## src/rau_pkg.sv

```systemverilog
package rau_pkg;

    localparam int OperandWidth = 16;
    localparam int ProdWidth    = 2 * OperandWidth;
    localparam int SumWidth     = ProdWidth + 1;
    localparam int CntWidth     = $clog2(SumWidth + 1);

    typedef enum logic [2:0] {
        OP_REDUCE  = 3'd0,
        OP_ADD     = 3'd1,
        OP_SUB     = 3'd2,
        OP_MUL     = 3'd3,
        OP_DIV     = 3'd4,
        OP_CMP     = 3'd5
    } t_op;

    typedef struct packed {
        logic [2:0]  op;
        logic signed [OperandWidth-1:0] a_num;
        logic signed [OperandWidth-1:0] a_den;
        logic signed [OperandWidth-1:0] b_num;
        logic signed [OperandWidth-1:0] b_den;
    } t_in_item;

    typedef struct packed {
        logic signed [31:0] res_num;
        logic [30:0] res_den;
        logic        less;
        logic        equal;
        logic        greater;
        logic        fault;
    } t_out_item;

    // shared divider control
    typedef struct packed {
        logic start;
    } t_div_ctl;

    typedef struct packed {
        logic busy;
        logic done;
    } t_div_sts;

endpackage

```

## src/rau_div.sv

```systemverilog
module rau_div (
    input  logic                          i_clk,
    input  logic                          i_rst_n,
    input  rau_pkg::t_div_ctl             i_ctl,
    input  logic [rau_pkg::SumWidth-1:0]  i_dividend,
    input  logic [rau_pkg::SumWidth-1:0]  i_divisor,
    output rau_pkg::t_div_sts             o_sts,
    output logic [rau_pkg::SumWidth-1:0]  o_quot,
    output logic [rau_pkg::SumWidth-1:0]  o_rem
);
    import rau_pkg::*;

    logic [SumWidth-1:0] r_quot, n_quot;
    logic [SumWidth-1:0] r_rem, n_rem;
    logic [SumWidth-1:0] r_dvs, n_dvs;
    logic [CntWidth-1:0] r_cnt, n_cnt;
    logic                r_busy, n_busy;
    logic                r_done, n_done;
    logic [SumWidth:0]   w_trial;
    logic [SumWidth:0]   w_diff;

    // restoring division, one quotient bit per cycle
    always_comb begin
        n_quot  = r_quot;
        n_rem   = r_rem;
        n_dvs   = r_dvs;
        n_cnt   = r_cnt;
        n_busy  = r_busy;
        n_done  = 1'b0;
        w_trial = {r_rem, r_quot[SumWidth-1]};
        w_diff  = w_trial - {1'b0, r_dvs};
        if (i_ctl.start) begin
            n_quot = i_dividend;
            n_rem  = '0;
            n_dvs  = i_divisor;
            n_cnt  = CntWidth'(SumWidth);
            n_busy = 1'b1;
        end else if (r_busy) begin
            if (!w_diff[SumWidth]) begin
                n_rem  = w_diff[SumWidth-1:0];
                n_quot = {r_quot[SumWidth-2:0], 1'b1};
            end else begin
                n_rem  = w_trial[SumWidth-1:0];
                n_quot = {r_quot[SumWidth-2:0], 1'b0};
            end
            n_cnt = r_cnt - 1'b1;
            if (r_cnt == CntWidth'(1)) begin
                n_busy = 1'b0;
                n_done = 1'b1;
            end
        end
    end

    always_ff @(posedge i_clk) begin
        if (!i_rst_n) begin
            r_busy <= 1'b0;
            r_done <= 1'b0;
            r_cnt  <= '0;
        end else begin
            r_busy <= n_busy;
            r_done <= n_done;
            r_cnt  <= n_cnt;
        end
        r_quot <= n_quot;
        r_rem  <= n_rem;
        r_dvs  <= n_dvs;
    end

    assign o_sts.busy = r_busy;
    assign o_sts.done = r_done;
    assign o_quot     = r_quot;
    assign o_rem      = r_rem;

endmodule

```

## src/rational_arithmetic_unit.sv

```systemverilog
// each gcd step and each of the two reducing divisions runs on the divider
// gcd steps are bounded by the euclid depth (at most about 47); compare items and operand faults skip the divider
// throughput: one item at a time, busy stays high from accept through S_DONE and is low again while o_valid is high
// reset: synchronous active-low i_rst_n returns the sequencer to idle
// results are strobed for one cycle on o_valid; the receiver cannot stall
module rational_arithmetic_unit (
    input  logic                 i_clk,
    input  logic                 i_rst_n,
    input  logic                 start,
    output logic                 busy,
    input  rau_pkg::t_in_item    i_item,
    output logic                 o_valid,
    output rau_pkg::t_out_item   o_item
);
    import rau_pkg::*;

    typedef enum logic [7:0] {
        S_IDLE  = 8'b0000_0001,
        S_MUL   = 8'b0000_0010,
        S_SUM   = 8'b0000_0100,
        S_GCD   = 8'b0000_1000,
        S_GWAIT = 8'b0001_0000,
        S_RNUM  = 8'b0010_0000,
        S_RDEN  = 8'b0100_0000,
        S_DONE  = 8'b1000_0000
    } t_state;

    t_state r_state, n_state;

    // operand sign/magnitude registers
    logic [2:0]            r_op;
    logic                  r_an_s, r_ad_s, r_bn_s, r_bd_s;
    logic [OperandWidth-1:0] r_an, r_ad, r_bn, r_bd;
    // products
    logic [ProdWidth-1:0]  r_p1, r_p2, r_p3;
    logic                  r_p1_s, r_p2_s;
    // working values
    logic [SumWidth-1:0]   r_num, r_den, r_gx, r_gy, r_g, r_rn;
    logic                  r_neg;
    logic                  r_fault, r_less, r_equal, r_greater;
    logic                  r_valid;

    // shared divider
    t_div_ctl              w_dctl;
    t_div_sts              w_dsts;
    logic [SumWidth-1:0]   w_dvd, w_dvs, w_quot, w_rem;

    rau_div u_div (
        .i_clk      (i_clk),
        .i_rst_n    (i_rst_n),
        .i_ctl      (w_dctl),
        .i_dividend (w_dvd),
        .i_divisor  (w_dvs),
        .o_sts      (w_dsts),
        .o_quot     (w_quot),
        .o_rem      (w_rem)
    );

    // operand split into sign and magnitude
    function automatic logic [OperandWidth:0] f_sm(input logic [OperandWidth-1:0] raw);
        logic [OperandWidth-1:0] v;
        v = raw;
        if (v[OperandWidth-1]) begin
            return {1'b1, OperandWidth'(-v)};
        end
        return {1'b0, v};
    endfunction

    logic [OperandWidth:0] w_an, w_ad, w_bn, w_bd;
    assign w_an = f_sm(i_item.a_num);
    assign w_ad = f_sm(i_item.a_den);
    assign w_bn = f_sm(i_item.b_num);
    assign w_bd = f_sm(i_item.b_den);

    // signed sum of the two cross products (p1 and p2)
    logic [SumWidth-1:0] w_sum;
    logic                w_sum_s;
    logic [SumWidth-1:0] w_e1, w_e2;
    assign w_e1 = {1'b0, r_p1};
    assign w_e2 = {1'b0, r_p2};
    always_comb begin
        if (r_p1_s == r_p2_s) begin
            w_sum   = w_e1 + w_e2;
            w_sum_s = r_p1_s;
        end else if (w_e1 >= w_e2) begin
            w_sum   = w_e1 - w_e2;
            w_sum_s = r_p1_s;
        end else begin
            w_sum   = w_e2 - w_e1;
            w_sum_s = r_p2_s;
        end
        if (w_sum == '0) begin
            w_sum_s = 1'b0;
        end
    end

    // compare of cross products: -1/0/+1 as lt/eq
    logic w_lt, w_eq;
    always_comb begin
        logic xs, ys;
        xs = r_p1_s && (r_p1 != '0);
        ys = r_p2_s && (r_p2 != '0);
        w_eq = (xs == ys) && (r_p1 == r_p2);
        if (xs != ys) begin
            w_lt = xs;
        end else if (r_p1 < r_p2) begin
            w_lt = !xs;
        end else begin
            w_lt = xs && !w_eq;
        end
    end

    assign busy = (r_state != S_IDLE);

    logic w_accept;
    assign w_accept = start && !busy;

    // divider hookup
    always_comb begin
        w_dctl.start = 1'b0;
        w_dvd = r_gy;
        w_dvs = r_gx;
        case (r_state)
            S_GCD: begin
                w_dctl.start = (r_gx != '0);
            end
            S_RNUM: begin
                w_dvd = r_num;
                w_dvs = r_g;
                w_dctl.start = !w_dsts.busy && !w_dsts.done;
            end
            S_RDEN: begin
                w_dvd = r_den;
                w_dvs = r_g;
                w_dctl.start = !w_dsts.busy && !w_dsts.done;
            end
            default: begin
                w_dctl.start = 1'b0;
            end
        endcase
    end

    logic r_rstarted;

    always_comb begin
        n_state = r_state;
        case (r_state)
            S_IDLE:  if (w_accept) n_state = S_MUL;
            S_MUL:   n_state = r_fault ? S_DONE : S_SUM;
            S_SUM:   n_state = (r_fault || r_op == OP_CMP) ? S_DONE : S_GCD;
            S_GCD:   n_state = (r_gx == '0) ? S_RNUM : S_GWAIT;
            S_GWAIT: if (w_dsts.done) n_state = S_GCD;
            S_RNUM:  if (w_dsts.done && r_rstarted) n_state = S_RDEN;
            S_RDEN:  if (w_dsts.done && r_rstarted) n_state = S_DONE;
            S_DONE:  n_state = S_IDLE;
            default: n_state = S_IDLE;
        endcase
    end

    logic [SumWidth-1:0] w_rd;
    logic                w_ovf;
    always_comb begin
        w_rd  = w_quot;
        w_ovf = (w_rd > SumWidth'(32'h7FFF_FFFF)) ||
                (r_neg ? (r_rn > SumWidth'(32'h8000_0000))
                       : (r_rn > SumWidth'(32'h7FFF_FFFF)));
    end

    always_ff @(posedge i_clk) begin
        if (!i_rst_n) begin
            r_state    <= S_IDLE;
            r_valid    <= 1'b0;
            r_rstarted <= 1'b0;
        end else begin
            r_state <= n_state;
            r_valid <= (r_state == S_DONE);
            if (w_dctl.start) begin
                r_rstarted <= 1'b1;
            end else if (w_dsts.done) begin
                r_rstarted <= 1'b0;
            end
        end

        case (r_state)
            S_IDLE: begin
                r_op   <= i_item.op;
                {r_an_s, r_an} <= w_an;
                {r_ad_s, r_ad} <= w_ad;
                {r_bn_s, r_bn} <= w_bn;
                {r_bd_s, r_bd} <= w_bd;
                r_less    <= 1'b0;
                r_equal   <= 1'b0;
                r_greater <= 1'b0;
                r_fault   <= (i_item.op > OP_CMP) || (w_ad[OperandWidth-1:0] == '0) ||
                             ((i_item.op != OP_REDUCE) && (w_bd[OperandWidth-1:0] == '0)) ||
                             ((i_item.op == OP_DIV) && (w_bn[OperandWidth-1:0] == '0));
            end
            S_MUL: begin
                // p1 = num part, p2 = second cross term, p3 = denominator
                case (r_op)
                    OP_REDUCE: begin
                        r_p1 <= ProdWidth'(r_an); r_p1_s <= r_an_s;
                        r_p2 <= '0;              r_p2_s <= 1'b0;
                        r_p3 <= ProdWidth'(r_ad);
                    end
                    OP_MUL: begin
                        r_p1 <= r_an * r_bn; r_p1_s <= r_an_s ^ r_bn_s;
                        r_p2 <= '0;          r_p2_s <= 1'b0;
                        r_p3 <= r_ad * r_bd;
                    end
                    OP_DIV: begin
                        r_p1 <= r_an * r_bd; r_p1_s <= r_an_s ^ r_bd_s;
                        r_p2 <= '0;          r_p2_s <= 1'b0;
                        r_p3 <= r_ad * r_bn;
                    end
                    default: begin
                        r_p1 <= r_an * r_bd; r_p1_s <= r_an_s ^ r_bd_s;
                        r_p2 <= r_bn * r_ad;
                        r_p2_s <= r_bn_s ^ r_ad_s ^ (r_op == OP_SUB);
                        r_p3 <= r_ad * r_bd;
                    end
                endcase
            end
            S_SUM: begin
                r_num <= w_sum;
                r_den <= {1'b0, r_p3};
                r_gx  <= w_sum;
                r_gy  <= {1'b0, r_p3};
                case (r_op)
                    OP_REDUCE: r_neg <= w_sum_s ^ r_ad_s;
                    OP_MUL:    r_neg <= w_sum_s ^ r_ad_s ^ r_bd_s;
                    OP_DIV:    r_neg <= w_sum_s ^ r_ad_s ^ r_bn_s;
                    default:   r_neg <= w_sum_s ^ r_ad_s ^ r_bd_s;
                endcase
                if (r_op == OP_CMP) begin
                    // flip orientation when ad*bd is negative
                    r_equal   <= w_eq;
                    r_less    <= !w_eq && (w_lt ^ (r_ad_s ^ r_bd_s));
                    r_greater <= !w_eq && !(w_lt ^ (r_ad_s ^ r_bd_s));
                end
            end
            S_GCD: begin
                if (r_gx == '0) begin
                    r_g <= r_gy;
                end
            end
            S_GWAIT: begin
                if (w_dsts.done) begin
                    r_gy <= r_gx;
                    r_gx <= w_rem;
                end
            end
            S_RNUM: begin
                if (w_dsts.done && r_rstarted) begin
                    r_rn <= w_quot;
                    if (w_quot == '0) begin
                        r_neg <= 1'b0;
                    end
                end
            end
            S_RDEN: begin
                if (w_dsts.done && r_rstarted) begin
                    if (w_ovf) begin
                        r_fault <= 1'b1;
                    end
                    r_den <= w_rd;
                end
            end
            default: begin
            end
        endcase
    end

    // result item: all zero but the fault flag on error, only flags on compare
    t_out_item w_res;
    always_comb begin
        w_res = '0;
        if (r_fault) begin
            w_res.fault = 1'b1;
        end else if (r_op == OP_CMP) begin
            w_res.less    = r_less;
            w_res.equal   = r_equal;
            w_res.greater = r_greater;
        end else begin
            w_res.res_num = r_neg ? -(r_rn[31:0]) : r_rn[31:0];
            w_res.res_den = r_den[30:0];
        end
    end

    // output register
    always_ff @(posedge i_clk) begin
        if (r_state == S_DONE) begin
            o_item <= w_res;
        end
    end

    assign o_valid = r_valid;

endmodule

```

## config.mk

```make
export PLATFORM = sky130hd
export DESIGN_NAME = rational_arithmetic_unit
export DESIGN_NICKNAME = d
export VERILOG_FILES = /design/src/rau_pkg.sv /design/src/rau_div.sv /design/src/rational_arithmetic_unit.sv
export SDC_FILE = /design/constraint.sdc
export NUM_CORES = 2
export LEC_CHECK = 0
export BUFFER_PORTS_ARGS = -buffer_cell sky130_fd_sc_hd__buf_2
export CORE_ASPECT_RATIO = 1.25
export CORE_MARGIN = 5
export CORE_UTILIZATION = 28
export DETAILED_ROUTE_END_ITERATION = 10
export SLEW_MARGIN = 30
export SYNTH_ARGS = -nofsm -noshare
export SYNTH_HDL_FRONTEND = slang
export SYNTH_HIERARCHICAL = 1
export SYNTH_SLANG_ARGS = --single-unit
```

## constraint.sdc

```tcl
create_clock -name i_clk -period 6.65 [get_ports i_clk]
set_clock_uncertainty 0.1 [all_clocks]
set_input_delay 0.665 -clock i_clk [delete_from_list [all_inputs] [get_ports i_clk]]
set_output_delay 0.665 -clock i_clk [all_outputs]
set_load 0.005 [all_outputs]
```

## Word level (Yosys, flattened, before mapping)

Index checks and enable logic that the tools add are counted.

- Add/sub/neg operators: 10
- $mul: 4
- $lt $le $gt $ge: 6
- Equal/unequal tests: 26
- Muxes and demuxes: 67
- Bitwise logic cells: 12
- Reduce and logical (&&, ||, !) cells: 54

Operators with widths:

| operator | count |
|---|---|
| two-way mux 33 bit | 9 |
| one-hot mux 33 bit (2 select lines) | 4 |
| multiplier 16 x 16 -> 32 bit | 4 |
| one-hot mux 32 bit (2 select lines) | 2 |
| logical NOT 33 bit | 3 |
| two-way mux 17 bit | 4 |
| greater-than comparator 33 x 31 -> 1 bit (second input constant) | 2 |
| subtractor 32 x 32 -> 33 bit | 2 |
| two-way mux 16 bit | 4 |
| negation 16 bit | 4 |
| nonzero test 32 bit | 2 |
| one-hot mux 8 bit (7 select lines) | 1 |
| logical NOT 16 bit | 3 |
| two-way mux 8 bit | 6 |
| subtractor 34 x 33 -> 34 bit | 1 |
| adder 32 x 32 -> 33 bit | 1 |
| greater-than comparator 33 x 32 -> 1 bit (second input constant) | 1 |
| nonzero test 33 bit | 1 |
| equality test 32 bit | 1 |
| greater-or-equal comparator 32 bit | 1 |
| < comparator 32 bit | 1 |
| two-way mux 32 bit | 1 |
| negation 32 bit | 1 |
| two-way mux 1 bit | 25 |
| 33 further kinds | 95 |

- Register bits: 556
- Input bits: 70
- Output and inout port bits: 69
- Logic and storage cells: 220

## Logic depth before layout (Yosys ltp)

- Depth in word-level cells: 13
- Mapped depth: 27
- Mapped depth without buffers: 26

## By module

The synthesis kept the hierarchy.

By module, submodules not included:

| module | instances | cells each | area each (µm²) | seq. area each (µm²) |
|---|---|---|---|---|
| rational_arithmetic_unit | 1 | 6377 | 59124.2 | 13382.8 |
| rau_div | 1 | 615 | 6246.0 | 2802.7 |

## Worst setup path after synthesis

No wires, ideal clock.

- Path type: reg2reg
- Start: register r_ad[10]
- End: register r_p3[31], data pin
- Arrival time: 6366 ps
- Data required time: 6291 ps
- Slack: -75 ps
- Cell stages (with the launch flop): 23
- Period minus slack after synthesis: 6725 ps
- Cell sequence: edfxtp_1 -> clkbuf_1 -> nand2_1 -> fa_1 -> fa_1 -> fa_1 -> fa_1 -> inv_1 -> fa_1 -> fa_1 -> ha_1 -> a21o_1 -> a21o_1 -> a21o_1 -> a31oi_1 -> o21ai_1 -> a21o_1 -> a21o_1 -> a31o_2 -> o41a_1 -> a311oi_1 -> nor3_1 -> a211o_1

- Cells in the longest elaborated chain, start to end: 2
- Elaborated cells between the ends (all ways): 3
- Classes of those cells: mul (2); mux (1)

RTL lines:

| element | line | source |
|---|---|---|
| start: declaration | rational_arithmetic_unit.sv:33 | `logic [OperandWidth-1:0] r_an, r_ad, r_bn, r_bd;` |
| start signal: assignment | rational_arithmetic_unit.sv:188 | `{r_ad_s, r_ad} <= w_ad;` |
| multiplier 16 x 16 -> 32 bit, on equally long branches | rational_arithmetic_unit.sv:209, rational_arithmetic_unit.sv:220, rational_arithmetic_unit.sv:214 |  |
| one-hot mux 32 bit (2 select lines) * | rational_arithmetic_unit.sv:200 | `case (r_op)` |
| end signal: assignment | rational_arithmetic_unit.sv:204 | `r_p3 <= ProdWidth'(r_ad);` |
| end signal: assignment | rational_arithmetic_unit.sv:209 | `r_p3 <= r_ad * r_bd;` |
| end signal: assignment | rational_arithmetic_unit.sv:220 | `r_p3 <= r_ad * r_bd;` |
| end: declaration | rational_arithmetic_unit.sv:35 | `logic [ProdWidth-1:0] r_p1, r_p2, r_p3;` |

Every way passes the cells marked *; elsewhere a longest branch is shown, timed or not.
A chain may end at the register's enable or synchronous reset.

## Worst setup path after layout

- Start: register r_bd[4]
- End: register r_p3[31], data pin

- Cells in the longest elaborated chain, start to end: 2

RTL lines:

| element | line | source |
|---|---|---|
| start: declaration | rational_arithmetic_unit.sv:33 |  |
| start signal: assignment | rational_arithmetic_unit.sv:190 | `{r_bd_s, r_bd} <= w_bd;` |
| multiplier 16 x 16 -> 32 bit | rational_arithmetic_unit.sv:209, rational_arithmetic_unit.sv:220 |  |
| one-hot mux 32 bit (2 select lines) | rational_arithmetic_unit.sv:200 |  |

Every way passes these cells.

==> impl_metrics.py <==
metrics = {
    "yosys": {
        "async_flop_share_pct": 0,
        "synthDistinctLibCells": 106,
        "synth-edff-count": 505,
        "synth_nets": 8397,
        "synth_warnings": 6,
        "ys_seq_area_share_pct": 24.76,
        "netlist_top_cells_area": "fa_1 24%, edfxtp_1 23%, ha_1 11%",
        "ys.flop_type": "edfxtp_1",
        "synth_area_per_cell_um2": 9.349,
        "syn_area_um2": 65370,
        "synth_top_cell_area_share_pct": 23.89,
        "ys_seq_elements": 556,
        "syn_inst": 6992,
        "yosysTopAreaCell": "fa_1",
    },
    "setup_path": {
        "crit_start": "r_bd[4]",
        "cp_max_fo": 3,
        "critPathCaptureType": "register",
        "start_kind": "register",
        "worstRegToRegCells": 23,
        "reg2reg_setup_slack_ps": -120,
        "critPathKind": "register to register",
        "r2r_start": "r_bd[4]",
        "cp.arrival_ps": 7080,
        "required_ps": 6960,
        "rr_endpoint": "r_p3[31]",
    },
    "sta": {
        "rsz0062_at_grt": "yes",
        "timing.final.ws_setup_ps": -118.7,
        "layout_min_cycle_time_ps": 6769,
        "fmax_mhz": 147.7,
        "worst_pin_slew_ps": 999.9,
        "tns_ps": -351.4,
        "max_slew_margin_pct": 33.09,
        "final_hold_viol_count": 0,
        "report.final.slew_viol_count": 0,
        "finalCritPeriodShare_pct": 101.8,
        "setup_viol": 6,
    },
    "hold_path": {
        "hold_class": "input port to register",
        "min_to": "r_an[0]",
        "hold-path-cell-count": 1,
        "hold_start": "i_item[48]",
    },
    "detailed_routing": {
        "wl_per_cell_um": 20.61,
        "dr.first_iter.drc_count": 3844,
        "vias": 52226,
        "drtPass1Iterations": 6,
        "routed_wl_um": 218500,
        "antenna_left": 0,
        "post-route-drc-count": 0,
        "viasPerCell": 4.927,
    },
    "status": {
        "violations": "setup timing",
        "outcome": "finished with violations",
    },
    "layout": {
        "post-route-util_pct": 33.25,
        "nets": 8845,
        "syn_to_final_growth_pct": 18.31,
        "instances_no_fill": 10601,
        "drive_above_1_share_pct": 15.43,
    },
    "clocking": {
        "cts_tree": "built",
        "cts-root-buf": "clkbuf_16",
        "clk_latency_ps": 700,
        "cts.htree.levels": 3,
        "clk_path_buf_depth": 3,
        "cts_sinks": 556,
        "clk_pin_slew_ps": 60,
        "cts_buffers": 68,
    },
    "placed_design": {
        "gp_congestion": 0.9508,
        "dp_cells": 10392,
        "pre_cts_ws_ps": -590.6,
        "dp_hpwl_um": 176000,
        "io_buffer_count": 138,
    },
    "die": {
        "row_count": 198,
        "die_h_um": 550.2,
        "ioPinCount": 139,
        "initial_core_util_pct": 28.10,
        "die_x_um": 442.2,
        "die-area_um2": 243300,
        "core_area_um2": 232600,
    },
    "global_route": {
        "grt_pass1_vias": 55031,
        "grt_pass1_wl_um": 332200,
        "track_usage_pct": 17.55,
        "grt_max_degree": 91,
        "gr-total-overflow": 0,
        "grt_antenna_before_repair": 13,
    },
    "run": {
        "cap_violations": 0,
    },
}
## worst max-delay path by stage
stage | end | slack, ps
after floorplan | r_p3[31] | -4
after global placement | r_p1[31] | -440
after detailed placement | r_p1[31] | -590
after CTS | r_p3[25] | -120
after global routing | r_p1[31] | -340
final | r_p3[31] | -120
## worst max-delay path, cell delays in order (launching register included)
cell	delay, ps
edfxtp_1	440
buf_6	160
and2_4	150
fa_1	530
inv_1	50
fa_1	500
fa_1	440
fa_1	540
inv_1	50
fa_1	450
fa_1	540
ha_4	210
a21o_1	150
a21o_1	170
a21o_1	220
a31oi_4	170
o21ai_2	80
a21o_1	180
a21o_1	160
a31o_2	240
o41a_1	340
a311oi_2	320
nor3_1	70
a211o_1	240
## synth_stat cells (54+ instances only)
| cell type | n |
|---|---|
| xnor2_1 | 151 |
| a21o_1 | 87 |
| nand3_1 | 60 |
| xor2_1 | 96 |
| a211oi_1 | 56 |
| nand2_1 | 1103 |
| o21ai_0 | 156 |
| nor2_1 | 297 |
| edfxtp_1 | 505 |
| a21oi_1 | 215 |
| nor3_1 | 64 |
| nand2b_1 | 54 |
| ha_1 | 555 |
| clkbuf_1 | 291 |
| and2_1 | 531 |
| inv_1 | 1060 |
| mux2_2 | 68 |
| nor4_1 | 64 |
| fa_1 | 780 |
## area by class of cell
type | instances | area (um2)
Antenna cell | 9 | 22.52
Timing Repair Buffer | 732 | 6075
Sequential cell | 556 | 16190
Tap cell | 3100 | 3879
Inverter | 1061 | 3984
Fill cell | 23703 | 155300
Clock inverter | 38 | 601.8
Multi-Input combinational cell | 5021 | 44800
Clock buffer | 84 | 1792
## cell families (layout without fill, tap and decap cells)
logic type	Yosys count	count (layout)	synth area share, %
compound gates	929	929	9.555
xor+xnor	248	248	3.351
fa+ha+maj	1335	1335	34.51
buf+inv	1415	1915	8.357
flops	556	556	24.76
mux	110	110	1.816
other cells	0	9	0
simple gates	2399	2399	17.65
## layer usage
metal	share of wire (%)	global-route usage, %
met5	0.0055	0
met2	49	30.60
met3	6.4	3.000
met4	5.0	7.715
met1	39	21.31
## sequential cells by signal (all words and copies together) (netlist names), 32 cells and up
signal	cells
r_num	33
r_p2	32
u_div/o_quot	33
r_rn	33
r_gx	33
u_div/o_rem	33
r_g	33
r_p3	32
r_gy	33
r_den	33
o_item	67
u_div/r_dvs	33
r_p1	32
## repair_timing
action	in CTS	in global routing
endpoints found under the setup margin	33	40
cloned	2	1
buffers inserted	53	25
hold buffers	0	0
hold endpoints to repair	0	0
pin swaps	63	99
resized for setup	144	121
## per-stage QoR
| stage | hold WS (ps) | area [um2] |
|---|---|---|
| final | 128.1 | 77340 |
| after global routing | 107.8 | 77320 |
| after CTS | 69.81 | 76520 |
| after detailed placement | 334.1 | 73050 |
| after global placement | 328.8 | 73030 |
| after floorplan | 326.2 | 65390 |
## layout by cell type (no fill, tap or decap), drive strengths merged, types with 85 or more instances in the layout
| master | Yosys | routed |
|---|---|---|
| a21o | 87 | 87 |
| a21oi | 222 | 222 |
| and2 | 531 | 531 |
| buf | 62 | 730 |
| clkbuf | 292 | 85 |
| edfxtp | 505 | 505 |
| fa | 780 | 780 |
| ha | 555 | 555 |
| inv | 1060 | 1066 |
| nand2 | 1104 | 1104 |
| nor2 | 298 | 298 |
| o21ai | 179 | 179 |
| xnor2 | 152 | 152 |
| xor2 | 96 | 96 |
Power is left out: the tool's default activity adds up to more than one toggle a clock period on the data nets, which glitch-free logic cannot reach.
